==> src/rtl/lpip_pkg.sv <==
// Package for the lasso point-in-polygon block: sizes, coordinate types,
// opcodes and the unit-truncation helper.
// No dependencies; every other file of the block but lpip_ram imports it.
package lpip_pkg;

  localparam int MAX_POINTS = 256;
  localparam int COORD_BITS = 24;
  localparam int FRAC_BITS  = 8;
  localparam int OPC_W      = 2;
  localparam int ADDR_W     = $clog2(MAX_POINTS);
  localparam int CNT_W      = $clog2(MAX_POINTS + 1);
  localparam int DIFF_W     = COORD_BITS + 1;
  localparam int PROD_W     = 2 * DIFF_W;
  localparam int VTX_W      = 2 * COORD_BITS;

  typedef logic signed [COORD_BITS-1:0] coord_t;
  typedef logic signed [DIFF_W-1:0]     diff_t;
  typedef logic signed [PROD_W-1:0]     prod_t;
  typedef logic [CNT_W-1:0]             count_t;
  typedef logic [ADDR_W-1:0]            addr_t;

  typedef enum logic [OPC_W-1:0] {
    OP_APPEND = 2'd0,
    OP_QUERY  = 2'd1,
    OP_CLEAR  = 2'd2,
    OP_UNUSED = 2'd3
  } opcode_t;

  // One polygon edge handed to the edge unit: old vertex o, current vertex c.
  typedef struct packed {
    logic   valid;
    coord_t ox;
    coord_t oy;
    coord_t cx;
    coord_t cy;
  } edge_req_t;

  // Truncate toward zero to whole units: clear the fraction bits of the magnitude.
  function automatic diff_t trunc_units(input coord_t v);
    diff_t mag;
    mag = v[COORD_BITS-1] ? -diff_t'(v) : diff_t'(v);
    mag[FRAC_BITS-1:0] = '0;
    return v[COORD_BITS-1] ? -mag : mag;
  endfunction

endpackage

==> src/rtl/lpip_edge.sv <==
// Edge crossing unit: takes one polygon edge a cycle, runs the even-odd ray
// test in a three-step pipeline and keeps the crossing parity. Depends on lpip_pkg.
module lpip_edge import lpip_pkg::*; (
  input  logic      clk,
  input  logic      rst_n,
  input  logic      start,
  input  coord_t    px,
  input  coord_t    py,
  input  edge_req_t req,
  output logic      parity,
  output logic      busy
);

  coord_t ox, oy, cx, cy;
  diff_t  left;
  logic   skip, direct_hit;
  diff_t  t1_nxt, t2_nxt;

  // First step registers.
  logic  s1_v_r, s1_v_nxt;
  logic  s1_hit_r, s1_mul_r, s1_dypos_r;
  diff_t t1_r, t2_r, dy_r, dx_r;

  // Second step registers.
  logic  s2_v_r, s2_v_nxt;
  logic  s2_hit_r, s2_mul_r, s2_dypos_r;
  prod_t p1_r, p2_r;

  logic  parity_r, parity_nxt;
  logic  slope_hit;

  assign ox = req.ox;
  assign oy = req.oy;
  assign cx = req.cx;
  assign cy = req.cy;

  always_comb begin
    skip = (cy == oy);
    if (cx < ox) begin
      skip = skip | (px >= ox);
      left = trunc_units(cx);
    end else begin
      skip = skip | (px >= cx);
      left = trunc_units(ox);
    end
    // The y interval is half-open: the lower end counts, the upper does not.
    if (cy < oy) begin
      skip   = skip | (py < cy) | (py >= oy);
      t1_nxt = diff_t'(px) - diff_t'(cx);
      t2_nxt = diff_t'(py) - diff_t'(cy);
    end else begin
      skip   = skip | (py < oy) | (py >= cy);
      t1_nxt = diff_t'(px) - diff_t'(ox);
      t2_nxt = diff_t'(py) - diff_t'(oy);
    end
    direct_hit = !skip && (diff_t'(px) < left);
  end

  assign s1_v_nxt = req.valid;
  assign s2_v_nxt = s1_v_r;

  // The slope test is a cross-multiplication whose direction follows the sign of dy.
  assign slope_hit = s2_dypos_r ? (p1_r < p2_r) : (p2_r < p1_r);

  always_comb begin
    parity_nxt = parity_r;
    if (start) begin
      parity_nxt = 1'b0;
    end else if (s2_v_r && (s2_hit_r || (s2_mul_r && slope_hit))) begin
      parity_nxt = !parity_r;
    end
  end

  always_ff @(posedge clk) begin
    if (!rst_n) begin
      s1_v_r   <= 1'b0;
      s2_v_r   <= 1'b0;
      parity_r <= 1'b0;
    end else begin
      s1_v_r   <= s1_v_nxt;
      s2_v_r   <= s2_v_nxt;
      parity_r <= parity_nxt;
    end
  end

  always_ff @(posedge clk) begin
    s1_hit_r   <= direct_hit;
    s1_mul_r   <= !skip && !direct_hit;
    s1_dypos_r <= (oy > cy);
    t1_r       <= t1_nxt;
    t2_r       <= t2_nxt;
    dy_r       <= diff_t'(oy) - diff_t'(cy);
    dx_r       <= diff_t'(ox) - diff_t'(cx);
    s2_hit_r   <= s1_hit_r;
    s2_mul_r   <= s1_mul_r;
    s2_dypos_r <= s1_dypos_r;
    p1_r       <= prod_t'(t1_r) * prod_t'(dy_r);
    p2_r       <= prod_t'(t2_r) * prod_t'(dx_r);
  end

  assign parity = parity_r;
  assign busy   = s1_v_r | s2_v_r;

endmodule

==> config.mk <==
export PLATFORM = sky130hd
export DESIGN_NAME = lpip_edge
export DESIGN_NICKNAME = d
export VERILOG_FILES = /design/src/rtl/lpip_pkg.sv /design/src/rtl/lpip_edge.sv
export SDC_FILE = /design/constraint.sdc
export NUM_CORES = 2
export LEC_CHECK = 0
export ABC_AREA = 1
export BUFFER_PORTS_ARGS = -buffer_cell sky130_fd_sc_hd__buf_2
export CORE_MARGIN = 2
export CORE_UTILIZATION = 47
export CTS_BUF_LIST = sky130_fd_sc_hd__clkbuf_2
export DETAILED_ROUTE_END_ITERATION = 16
export PLACE_DENSITY = 0.6
export SLEW_MARGIN = 20
export SYNTH_ARGS = -nofsm -noshare
export SYNTH_HDL_FRONTEND = slang
export SYNTH_SLANG_ARGS = --single-unit
==> constraint.sdc <==
create_clock -name clk -period 7.4 [get_ports clk]
set_clock_uncertainty 0.05 [all_clocks]
set_input_delay 1.48 -clock clk [delete_from_list [all_inputs] [get_ports clk]]
set_output_delay 1.48 -clock clk [all_outputs]
set_load 0.03 [all_outputs]
Yosys cells after proc, flatten, opt, wreduce, memory -nomap -nowiden:

Cells that the tools add are included.

* register bits after elaboration: 209
* bits of input ports: 148
* word-level logic and storage cells: 67

* order comparisons: 12
* multiplexer cells: 10
* bitwise gates (word level): 8
* eq/ne operators: 1
* add/sub/neg operators: 10
* reduce and logical (&&, ||, !) cells: 9
* multiply operators: 2

Operators by type and width (number)
* $mux 25: 7
* $sub 24x24->25: 6
* $lt 50x50->1: 2
* $mul 25x25->50: 2
* $ge 24x24->1: 4
* $lt 24x24->1: 4
* $neg 24->25: 2
* $neg 25->25: 2
* $lt 24x25->1: 1
* $eq 24x24->1: 1
* $gt 24x24->1: 1
* $or 1x1->1: 7
* $logic_and 1x1->1: 4
* $logic_not 1->1: 3
* $mux 1: 3
* $reduce_or 2->1: 1
* $logic_or 1x1->1: 1
* $not 1->1: 1

Logic depth before layout (Yosys ltp):

* depth in word-level cells: 10
* mapped depth: 29
* gate-level depth less buffers: 27

Worst setup path after synthesis:

No wires, ideal clock.

* kind: register to register
* from: register t1_r[24]
* to: register p1_r[42]
* period minus slack after synthesis: 6.565 ns
* cell stages (with the launch flop): 22
* setup slack: 0.835 ns
* data arrival time: 6.443 ns
* required time: 7.278 ns
* setup time: 0.072 ns
* cells stage by stage: dfxtp_1 -> clkbuf_1 -> clkbuf_1 -> nand2_1 -> inv_1 -> fa_1 -> fa_1 -> inv_1 -> fa_1 -> inv_1 -> fa_1 -> fa_1 -> fa_1 -> fa_1 -> ha_1 -> nand2_1 -> nor2_1 -> inv_1 -> nor4_1 -> nand3_1 -> o211ai_1 -> xor2_1

* longest elaborated chain between the ends: 1

Ends and longest elaborated chain
* from (decl): line lpip_edge.sv:22 `diff_t t1_r, t2_r, dy_r, dx_r;`
* from (signal assigned): line lpip_edge.sv:90 `t1_r <= t1_nxt;`
* $mul 25x25->50: line lpip_edge.sv:97 `p1_r <= prod_t'(t1_r) * prod_t'(dy_r);`
* to (signal assigned): line lpip_edge.sv:97
* to (decl): line lpip_edge.sv:27 `prod_t p1_r, p2_r;`

Every way passes these cells.
A chain may end at the register's enable or synchronous reset.

Final worst setup path:

* from: register dy_r[12]
* to: register p1_r[44]

* longest elaborated chain between the ends: 1

Ends and longest elaborated chain
* from (decl): line lpip_edge.sv:22
* from (signal assigned): line lpip_edge.sv:92 `dy_r <= diff_t'(oy) - diff_t'(cy);`
* $mul 25x25->50: line lpip_edge.sv:97

Every way passes these cells.

==> results.md <==
- Most frequent CP cell: fa_1
- Hold Startpoint: s1_hit_r
- Layout Nets: 10,300
- WP data arrival: 8.10 ns
- First-pass GRT wire length: 312,000 microns
- HP Class: register to register
- Hold Violations, Final: 0
- DRT antenna net count: 0
- Syn. warnings: 0
- Netlist cell types: 66
- Wirelength per Cell: 19.2 microns
- Final Setup Violations: 0
- Vias per cell: 5.11
- # rows: 135
- Syn-to-layout area delta: 6.16%
- Cell Chain, Critical Path: buf_4 > nand2_1 > fa_1 > fa_1 > fa_1 > fa_1 > inv_1 > fa_1 > fa_1 > inv_1 > fa_1 > inv_1 > ha_1 > nand2_1 > nor2_1 > inv_1 > nor4_1 > nand3_1 > nand3_1 > a31oi_1 > xnor2_1
- Slowest-stage cell, CP: dfxtp_1
- Initial Util: 47.3%
- # fillers: 13,500
- Max Slew Vio Count: 0
- CP Launch Type: register
- Vias in the first global route: 55,000
- CP Max Fanout: 18
- Final setup TNS: 0 ns
- Wirelength, routed: 196,000 microns
- CTS clk-pin slew, worst paths: 0.11 ns
- Post-synth EDFFs: 0
- Mapped Area: 0.0640 sq mm
- Core area: 0.135 sq mm
- Post-CTS setup buffers: 0
- Routability Congestion: 1.00
- Fin crit period: 7.13 ns
- Post-synth ARST share: 0%
- Syn Inst Count: 8,293
- Post-synthesis sequential area ratio: 6.54%
- Max-Cap Viols: 0
- Max incr delay on CP: 0.95 ns
- R2r worst-path depth: 21
- DR iter-0 viols: 3,504
- Slew @ Worst Pin: 1.06 ns
- Final worst path period share: 96.3%
- Slew headroom: 29.1%
- Crit path required time: 8.37 ns
- Setup crit end kind: register
- Critical Path Start: dy_r[12]
- Synthesized area per cell: 7.71 sq um
- Die Y: 373 microns
- Hold path cells: 0
- Drc violations: 0
- Syn Nets: 10,300
- R2R Path Start: dy_r[12]
- CTS Sinks: 209
- Largest net degree at the start of global routing: 73
- Total CTS buffers: 68
- RSZ-0062 raised after global routing: no
- Register bit total from synthesis: 209
- Total grt overflow: 0
- Top_reg_cell synth: dfxtp_1
- Final HPWL DP: 171,000 microns
- Layout cells sized above 1: 6.47%
- DIE WIDTH: 373 microns
- Clock latency reported for the late side of the worst-skew pair: 1.12 ns
- Initial antenna violation count: 14
- GRT Overall Usage: 28.9%
- Detailed-route via count: 52,200
- TritonRoute pass-1 iters: 8
- Outcome: completed
- CTS H-tree depth: 3
- TritonCTS clock tree: built
- I/O pins: 150
- Setup CP Type: register to register
- Clk buf depth: 3
- Clock Root Buffer: clkbuf_2
- Fmax: 0.140 GHz
- Die ar.: 0.139 sq mm
- Port bufs: 149
[Yosys cell counts (all sizes together) (17+ instances only)]
cell	instances	share of area [%]
a21o	33	0.39
a21oi	305	2.4
a31oi	45	0.44
buf	22	0.22
clkbuf	298	1.7
dfxtp	209	6.5
fa	1322	41
ha	497	9.7
inv	2303	14
nand2	1959	12
nand3	178	1.4
nand4	45	0.45
nor2	390	2.4
nor3	47	0.41
nor4	17	0.19
o21ai	228	1.9
o21bai	19	0.24
or2	18	0.18
xnor2	108	1.5
xor2	162	2.2
[critical path, delay by kind of cell, from the launching register on]
kind / cells / cell delay, ns
AO/OA/AOI/OAI: 1 / 0.14
XOR/XNOR: 1 / 0.23
adder cells (fa/ha/maj): 8 / 3.85
buffers and inverters: 5 / 0.60
flip-flops: 1 / 0.95
AND/OR/NAND/NOR: 6 / 1.21
[stage by stage]
| stage | hold slack, ns | cell area (sq um) | instances | util (%) | setup WS, ns |
|---|---|---|---|---|---|
| final | 0.281 | 67900 | 10200 | 50.2 | 0.271 |
| after floorplan | 0.260 | 64000 | 8293 | - | 0.835 |
| after global routing | 0.287 | 67900 | 10200 | 50.2 | 0.00268 |
| after global placement | 0.268 | 67200 | 10100 | 49.7 | 0.247 |
| after detailed placement | 0.265 | 67200 | 10100 | 49.7 | 0.206 |
| after CTS | 0.284 | 67800 | 10200 | 50.1 | 0.168 |
[registers in the layout (all words and copies together) (netlist names)]
name        count
p1_r           50
s2_v_r          1
parity          1
p2_r           50
dx_r           25
s1_hit_r        1
s2_mul_r        1
s2_hit_r        1
s1_v_r          1
s2_dypos_r      1
s1_mul_r        1
t2_r           25
dy_r           25
s1_dypos_r      1
t1_r           25
[repair_timing]
action | in CTS | in global routing
hold buffers | 0 | 0
gates resized for setup | 0 | 10
setup endpoints to repair | 0 | 10
[cells in the final DEF (no fill, tap or decap), types with 27 or more instances in the layout]
cell type,count
dfxtp_1,200
inv_1,2297
clkbuf_2,83
o21ai_1,27
nor3_1,43
ha_1,497
buf_4,165
nand4_1,44
a21o_1,32
a31oi_1,45
fa_1,1321
xnor2_1,108
a21oi_1,299
nor2_1,369
nand3_1,171
buf_2,149
o21ai_0,185
nand2_1,1942
xor2_1,160
[path summary, 6_finish.rpt]
check                           endpoint  slack, ns
worst min register to register  s2_hit_r       0.28
worst min-delay path            s2_hit_r       0.28
worst max register to register  p1_r[44]       0.27
worst max-delay path            p1_r[44]       0.27
[cell type report]
class	count	area (sq um)	area share, %
Inverter	2304	8650	12.7
Sequential cell	209	4200	6.18
Clock buffer	83	415	0.612
Timing Repair Buffer	329	2280	3.36
Antenna cell	15	37.5	0.0553
Clock inverter	36	213	0.313
Multi-Input combinational cell	5460	49900	73.5
Tap cell	1781	2230	3.28
[per-layer routing]
metal  part of all wire, %  routed length [microns]  GRT usage, %
met2                    48                    93800          48.8
met1                    42                    83400          38.6
met5                 0.021                       41             0
met3                   5.7                    11100          3.33
met4                   4.1                     7960          10.0
[cells by family after synthesis]
| kind of cell | synth area share (%) |
|---|---|
| AOI/OAI and AO/OA | 6.24 |
| buffers and inverters | 15.5 |
| muxes | 0.0783 |
| DFF | 6.54 |
| adders and majority gates | 51.1 |
| xor gates and xnor gates | 3.72 |
| and+or+nand+nor | 16.8 |
Power is not shown: default switching activity piles up to over one toggle a cycle in this logic, so the estimate is an artifact.
