### config.mk
export PLATFORM = sky130hd
export DESIGN_NAME = lpip_ram
export DESIGN_NICKNAME = d
export VERILOG_FILES = /design/src/rtl/lpip_ram.sv
export SDC_FILE = /design/constraint.sdc
export NUM_CORES = 1
export LEC_CHECK = 0
export ABC_CLOCK_PERIOD_IN_PS = 3100
export BUFFER_PORTS_ARGS = -buffer_cell sky130_fd_sc_hd__clkbuf_2
export CAP_MARGIN = 20
export CORE_MARGIN = 3
export CORE_UTILIZATION = 50
export DETAILED_ROUTE_END_ITERATION = 6
export GPL_TIMING_DRIVEN = 0
export HOLD_SLACK_MARGIN = 0.08
export PLACE_DENSITY = 0.67
export SYNTH_ARGS = -nofsm -noshare
export SYNTH_HDL_FRONTEND = slang
export SYNTH_SLANG_ARGS = --single-unit
### constraint.sdc
create_clock -name clk -period 3.1 [get_ports clk]
set_clock_uncertainty 0.2 [all_clocks]
set_input_delay 0.62 -clock clk [delete_from_list [all_inputs] [get_ports clk]]
set_output_delay 0.62 -clock clk [all_outputs]
set_load 0.1 [all_outputs]
### src/rtl/lpip_ram.sv
// Generic simple dual-port RAM with one write port and a registered read port.
// No dependencies.
module lpip_ram #(
  parameter int WIDTH = 8,
  parameter int DEPTH = 16
) (
  input  logic                     clk,
  input  logic                     we,
  input  logic [$clog2(DEPTH)-1:0] waddr,
  input  logic [WIDTH-1:0]         wdata,
  input  logic                     re,
  input  logic [$clog2(DEPTH)-1:0] raddr,
  output logic [WIDTH-1:0]         rdata
);

  logic [WIDTH-1:0] mem_r [DEPTH];
  logic [WIDTH-1:0] rdata_r;

  always_ff @(posedge clk) begin
    if (we) begin
      mem_r[waddr] <= wdata;
    end
    if (re) begin
      rdata_r <= mem_r[raddr];
    end
  end

  assign rdata = rdata_r;

endmodule

-- Yosys cells after proc, flatten, opt, wreduce, memory -nomap -nowiden
Memories as Yosys holds them, arrays and structs flattened. A register that Yosys moved wholly into a read port is not among the register bits.
Cells that the tools add are included.
- word-level logic and storage cells: 3
- register bits after elaboration: 0
- memories: 1
- output and inout bits: 8
- RAM bits: 128
- input bits: 19
- memory list (name ; depth ; bits a word ; read ports ; clocked after Yosys merged registers in ; write ports ; line ; RTL):
    mem_r ; 16 ; 8 ; 1 ; 1 ; 1 ; 16 ; logic [WIDTH-1:0] mem_r [DEPTH];
- muxes and demuxes: 2
- operator list (operator ; number):
    $mux 1 ; 2

-- Longest topological paths before layout
Gate-level depths: netlist of run 1.
- depth after elaboration: 2
- mapped depth: 5
- depth with buffers taken out: 3

-- Worst setup path before layout of run 1
No wires, ideal clock.
- kind: input to register
- start point: input waddr[2]
- end point: memory mem_r[0][0], enable pin
- buffers on the path: 0
- cell stages on the path: 2
- data required time: 2517 ps
- library setup time: 383 ps
- arrival time: 1730 ps
- slack: 787 ps
- cell sequence: or3b_2 nor3_1
- RTL lines (item ; line ; RTL):
    start: declaration ; 9 ; input logic [$clog2(DEPTH)-1:0] waddr,
    end: declaration ; 16 ;
Straight into the memory's write port.

-- Worst setup path in the final report of run 1
- start point: register rdata_r[7] (netlist: rdata[7]), read port of mem_r
- end point: output rdata[7]
- RTL lines (item ; line ; RTL):
    start: declaration ; 17 ; logic [WIDTH-1:0] rdata_r;
    end: declaration ; 13 ; output logic [WIDTH-1:0] rdata
No word-level cell between the ends.

==> metrics.md, run 1 <==
| Metric | Value |
|---|---|
| CORE AREA | `9950 um2` |
| Maximum VDD drop | `341 uV` |
| Synth Area in Compound Gates | `2.30%` |
| Grt total ovfl | `0` |
| Post-synthesis simple-gate area fraction | `3.14%` |
| Layout cells sized above 1 | `28.6%` |
| Final hold vios | `0` |
| I/O pin total | `27` |
| Slew margin rel. | `44.1%` |
| Die width | `108 um` |
| Switch share | `20.5%` |
| Power Density | `693 nW/um2` |
| WP buf/inv | `1` |
| H-tree levels | `4` |
| Max-cap violation count | `0` |
| Synth area leader | `edfxtp_1` |
| Lkg Pwr | `2.05 nW` |
| Fin crit share | `67.8%` |
| Crit path max-delay cell type | `clkbuf_2` |
| Clock-pin slew on the worst setup and hold paths | `0.06 ns` |
| Post-synth top flop | `edfxtp_1` |
| Drt wl/cell | `22.3 um` |
| CP delay by family, top | `buffers and inverters` |
| XOR/XNOR Fraction of Synth Area | `0%` |
| Worst EP required | `2.28 ns` |
| Sw power | `0.868 mW` |
| DPL Wire Length | `6080 um` |
| Worst hold path type | `in -> reg` |
| Total Wirelength | `9450 um` |
| Detail Route Antenna Nets | `0` |
| Synth cell types | `18` |
| Synth Register Bits | `136` |
| Part of the power in registers | `49.2%` |
| Syn Std Cell Area | `5230 um2` |
| Die H | `108 um` |
| Pint | `3.37 mW` |
| Clock Power Share | `44.8%` |
| Post-synth top cells | `136 x edfxtp_1, 18 x mux4_2, 16 x a22oi_1, 14 x mux4_1, 13 x nor2_1` |
| Hold WS | `0.256 ns` |
| Crit path launch type | `register` |
| Largest net degree at the start of global routing | `17` |
| Final worst setup slack | `0.997 ns` |
| Main combinational cell family by area after synthesis | `multiplexers` |
| Routed via count | `2394` |
| Final #Nets | `296` |
| FMAX | `0.475 GHz` |
| Slew @ Worst Pin | `0.836 ns` |
| Adder-cell share of the synthesized area | `0%` |
| Endpoints failing setup | `0` |
| Endpoint class of the critical path | `output pin` |
| Share of synthesized area spent on multiplexers | `14.8%` |
| Setup bufs post-CTS | `0` |
| Outcome | `complete, no violations` |
| CTS Sinks | `136` |
| Worst-path maximum fanout | `1` |
| Setup WS pre-CTS | `0.584 ns` |
| GPL Wtd Cong | `0.722` |
| Clk root buf | `clkbuf_8` |
| DRC Markers | `0` |
| Initial antenna violation count | `0` |
| Tmin final | `2.10 ns` |
| Tot Pwr | `4.23 mW` |
| WP data arrival | `1.28 ns` |
| Yosys synthesis warning count | `0` |
| Area grow syn2layout | `16.9%` |
| Port Buffer Count | `25` |
| CTS Buf Count | `17` |
| Ys async rst share | `0%` |
| Drt pass-1 iters | `4` |
| CTS tree | `done` |
| Total negative slack | `0 ns` |
| Max clock buf depth | `2` |
| Final Slew Violations | `0` |
| Dominant cells by area after synthesis | `edfxtp_1 78%, mux4_2 7.8%, mux4_1 7.0%` |
| Synth top area share | `78.1%` |
| Vias in the first global route | `2517` |
| RSZ-0062 raised after global routing | `false` |
| EDFF count, synth | `136` |
| Global-route wire length before repair | `14500 um` |
| Avg Inst Size Synth | `22.8 um2` |
| Initial Utilization | `52.5%` |
| Tot GR Track Use | `18.0%` |
| Drt initial violations | `189` |
| Seq/Total Area, Yosys | `78.1%` |
| Crit path cell chain | `clkbuf_2` |
| Worst-skew pair later-pin latency | `0.51 ns` |
| Via density | `5.66` |
| Hold-fix buffers, CTS | `0` |
| CP Class | `reg -> out` |
| Die ar. | `11700 um2` |
| Post-Syn Nets | `248` |
| Most common cell in the netlist | `edfxtp_1` |
| Row cnt | `36` |
| CP max stage delay | `0.45 ns` |
| Mapped Cells | `229` |
| Gates resized, CTS repair | `0` |
| Logic pwr share | `6.0%` |
| Diodes inserted | `0` |
area by class of cell:
type	instances	area (um2)
Timing Repair Buffer	29	155
Clock inverter	10	128
Buffer	10	86.3
Tap cell	133	166
Clock buffer	22	433
Sequential cell	136	4080
Fill cell	710	3840
Multi-Input combinational cell	83	1060
worst paths after layout:
kind | start | to | slack [ns] | cells past startpoint
worst max register to register | mem_r[4][0] | rdata[0] | 1.30 | 3
worst min register to register | mem_r[8][4] | rdata[4] | 0.56 | 3
worst min-delay path | re | rdata[3] | 0.26 | 1
worst max-delay path | rdata[7] | rdata[7] | 1.0 | 1
state kept, by name, indices dropped and copies added, names as in the netlist:
signal and count:
mem_r 128, rdata 8
placed cells by master (no fill, tap or decap):
master and count:
bufinv_16 3, a22oi_1 16, clkdlybuf4s25_2 3, nand2_1 9, clkinv_1 2, mux4_2 18
clkbuf_16 16, nor3_1 4, mux4_1 14, clkbuf_2 25, or3b_2 1, buf_6 3
buf_2 3, buf_4 5, and2_1 1, clkbuf_8 1, and2b_1 1, clkbuf_1 5
clkinvlp_4 2, nand3_1 1, edfxtp_1 136, nor2b_1 1, nand2b_1 2, nand3b_1 2
nor2_1 13, clkinv_2 3
routing by layer:
layer	wire length (um)	vias up	track usage, %
met5	0	-	0
met4	228	0	8.57
met3	908	16	4.66
met2	4530	87	26.7
met1	3780	1216	25.3
li1	-	1075	-
power groups by stage:
stage	sequential (mW)	combinational (mW)	clock [mW]
floorplan	2.18	0.105	0
global placement	2.12	0.253	0
detailed placement	2.12	0.257	0
CTS	2.08	0.258	1.93
global route	2.08	0.273	2.01
finish	2.08	0.255	1.90
logic make-up (layout without fill, tap and decap cells):
| kind of cell | Yosys count | after routing |
|---|---|---|
| AND/OR/NAND/NOR | 35 | 35 |
| multiplexers | 32 | 32 |
| buffers and inverters | 10 | 71 |
| AO/OA/AOI/OAI | 16 | 16 |
| flip-flops | 136 | 136 |
per-stage QoR:
stage / instances / util [%] / instance area [um2]
after floorplan: 229 / - / 5230
after global placement: 387 / 55.4 / 5520
after detailed placement: 391 / 55.7 / 5550
after CTS: 423 / 61.4 / 6110
after global routing: 423 / 61.4 / 6110
final: 423 / 61.4 / 6110
Note: power is estimated with default switching activity, not from simulation.
==> inputs of run 2 (changes only) <==
ABC_CLOCK_PERIOD_IN_PS = 1900   (was 3100)
PLACE_DENSITY = 0.7   (was 0.67)
clock period = 1.9 ns   (was 3.1 ns; I/O delays follow)
==> run 2 against run 1 <==
- utilization increased by 0.23 points
- die area did not move
- register-to-register slack got worse by 1.2 ns
- clock power is 65% higher
- non-clock buffer count is the same
==> metrics.md, run 2 (synthesized netlist as in run 1, its figures left out) <==
| Metric | Value |
|---|---|
| CTS Buf Count | `17 (unchanged)` |
| Setup bufs post-CTS | `0 (unchanged)` |
| Most common cell after layout, fill and taps aside | `edfxtp_1` |
| Final Slew Violations | `0 (unchanged)` |
| Drt wl/cell | `22.2 um (-0.47%)` |
| I/O pin total | `27 (unchanged)` |
| R2r worst-path depth | `3 (unchanged)` |
| Initial Utilization | `52.5% (unchanged)` |
| Final hold vios | `0 (unchanged)` |
| CTS tree | `done` |
| GPL Wtd Cong | `0.752 (+4.2%)` |
| Lkg Pwr | `2.06 nW (+0.36%)` |
| Grt total ovfl | `0 (unchanged)` |
| Diodes inserted | `0 (unchanged)` |
| FF-to-FF End | `rdata[0]` |
| Maximum VDD drop | `592 uV (+74%)` |
| Hold Path Depth | `1 (unchanged)` |
| Slew margin rel. | `45.5% (+1.5 points)` |
| Total Wirelength | `9410 um (-0.47%)` |
| Fillers | `667 (-6.1%)` |
| Tot Pwr | `6.94 mW (+64%)` |
| CORE AREA | `9950 um2 (unchanged)` |
| Fin crit share | `98.0%` |
| Total negative slack | `0 ns (unchanged)` |
| WP data arrival | `1.28 ns (about the same)` |
| Area grow syn2layout | `17.3%` |
| Slew @ Worst Pin | `0.814 ns (-0.0221 ns)` |
| Hold path endpoint | `mem_r[7][5]` |
| Clock-pin slew on the worst setup and hold paths | `0.06 ns (about the same)` |
| Core Util, Final | `61.6% (+0.23 points)` |
| DPL Wire Length | `5770 um (-5.1%)` |
| Drt initial violations | `196 (+3.7%)` |
| Crit path cell chain | `clkbuf_2` |
| Layout cells sized above 1 | `30.0% (+1.4 points)` |
| Initial antenna violation count | `0 (unchanged)` |
| Power Density | `1130 nW/um2 (+63%)` |
| H-tree levels | `4 (unchanged)` |
| Worst EP required | `1.32 ns (-0.96 ns)` |
| Worst hold path type | `in -> reg` |
| DRC Markers | `0 (unchanged)` |
| Worst-skew pair later-pin latency | `0.51 ns (about the same)` |
| Detail Route Antenna Nets | `0 (unchanged)` |
| Most frequent cells in the layout | `136 x edfxtp_1, 23 x clkbuf_2, 18 x mux4_2, 16 x a22oi_1, 16 x clkbuf_16` |
| Outcome | `complete, no violations` |
| CP max stage delay | `0.45 ns (about the same)` |
| Tot GR Track Use | `17.5% (-0.49 points)` |
| Hold wc startpoint | `wdata[5]` |
| Vias in the first global route | `2331 (-7.4%)` |
| Die ar. | `11700 um2 (unchanged)` |
| Setup WS pre-CTS | `-0.368 ns (-0.952 ns)` |
| Via density | `5.56 (-1.7%)` |
| Max FFs per register | `128 (unchanged)` |
| Clk root buf | `clkbuf_8` |
| Largest reg by FF count | `mem_r` |
| Final worst setup slack | `0.0387 ns (-0.958 ns)` |
| CP Class | `reg -> out` |
| Crit path max-delay cell type | `clkbuf_2` |
| Final #Nets | `296 (unchanged)` |
| Endpoints failing setup | `0 (unchanged)` |
| Flop2flop setup slack | `0.07 ns (-1.23 ns)` |
| Largest net degree at the start of global routing | `17 (unchanged)` |
| Critical Path Stages | `1 (unchanged)` |
| Port Buffer Count | `25 (unchanged)` |
| Max-cap violation count | `0 (unchanged)` |
| RSZ-0062 raised after global routing | `false` |
| Die H | `108 um (unchanged)` |
| FMAX | `0.537 GHz` |
| Row cnt | `36 (unchanged)` |
| CTS Sinks | `136 (unchanged)` |
| Tmin final | `1.86 ns` |
| Drt pass-1 iters | `5 (+1)` |
| Worst-path maximum fanout | `1 (unchanged)` |
| Endpoint class of the critical path | `output pin` |
| Routed via count | `2353 (-1.7%)` |
| FF-to-FF Start | `mem_r[5][0]` |
| Die width | `108 um (unchanged)` |
| Crit path launch type | `register` |
| Max clock buf depth | `2 (unchanged)` |
| CP delay by family, top | `buffers and inverters` |
| WP buf/inv | `1 (unchanged)` |
| Global-route wire length before repair | `13800 um (-4.3%)` |
[run 2: cell types whose count changed in the layout (fill, tap and decap cells not counted), sizes merged]
cell	before	now
clkinvlp	2	3
buf	11	12
clkinv	5	8
dlygate4sd3	0	1
clkbuf	47	41
[run 2: worst max path at each step]
| stage | start | to | slack (ns) |
|---|---|---|---|
| after detailed placement | waddr[2] | mem_r[2][1] | -0.37 |
| final | rdata[1] | rdata[1] | 0.04 |
| after CTS | rdata[1] | rdata[1] | 0.02 |
| after floorplan | raddr[0] | rdata[1] | 0.04 |
| after global placement | waddr[2] | mem_r[8][2] | -0.43 |
| after global routing | rdata[5] | rdata[5] | 0.0007 |
[run 2: repair_timing]
item                                    4_1_cts  5_1_grt
hold endpoints to repair                      8        0
resized for setup                             0        2
endpoints found under the setup margin        0        2
hold buffers                                  1        0
[run 2: metrics by stage]
stage               std cells  area [um2]  hold WS, ns
floorplan                 229        5230        0.279
global placement          387        5520        0.532
detailed placement        390        5550        0.543
CTS                       423        6130        0.101
global route              423        6130        0.126
finish                    423        6130        0.122
[run 2: power breakdown]
part | switching (mW) | internal [mW]
Sequential | 0.0136 | 3.38
Combinational | 0.286 | 0.132
Clock | 1.15 | 1.98
Total | 1.45 | 5.49
[run 2: layout make-up]
| class | instances | area [um2] | share of cell area (%) |
|---|---|---|---|
| multi-input cells | 83 | 1060 | 17.3 |
| clock buffers | 18 | 418 | 6.81 |
| repair buffers | 29 | 158 | 2.57 |
| flip-flops and latches | 136 | 4080 | 66.6 |
| plain buffers | 10 | 86.3 | 1.41 |
| clock inverters | 14 | 158 | 2.57 |
| well taps | 133 | 166 | 2.71 |
[run 2: metal layers]
metal	vias up	GRT usage (%)	wire (um)
met1	1172	24.8	3880
met4	0	7.03	188
met2	91	26.5	4690
met3	12	4.66	653
li1	1078	-	-
met5	-	0	0
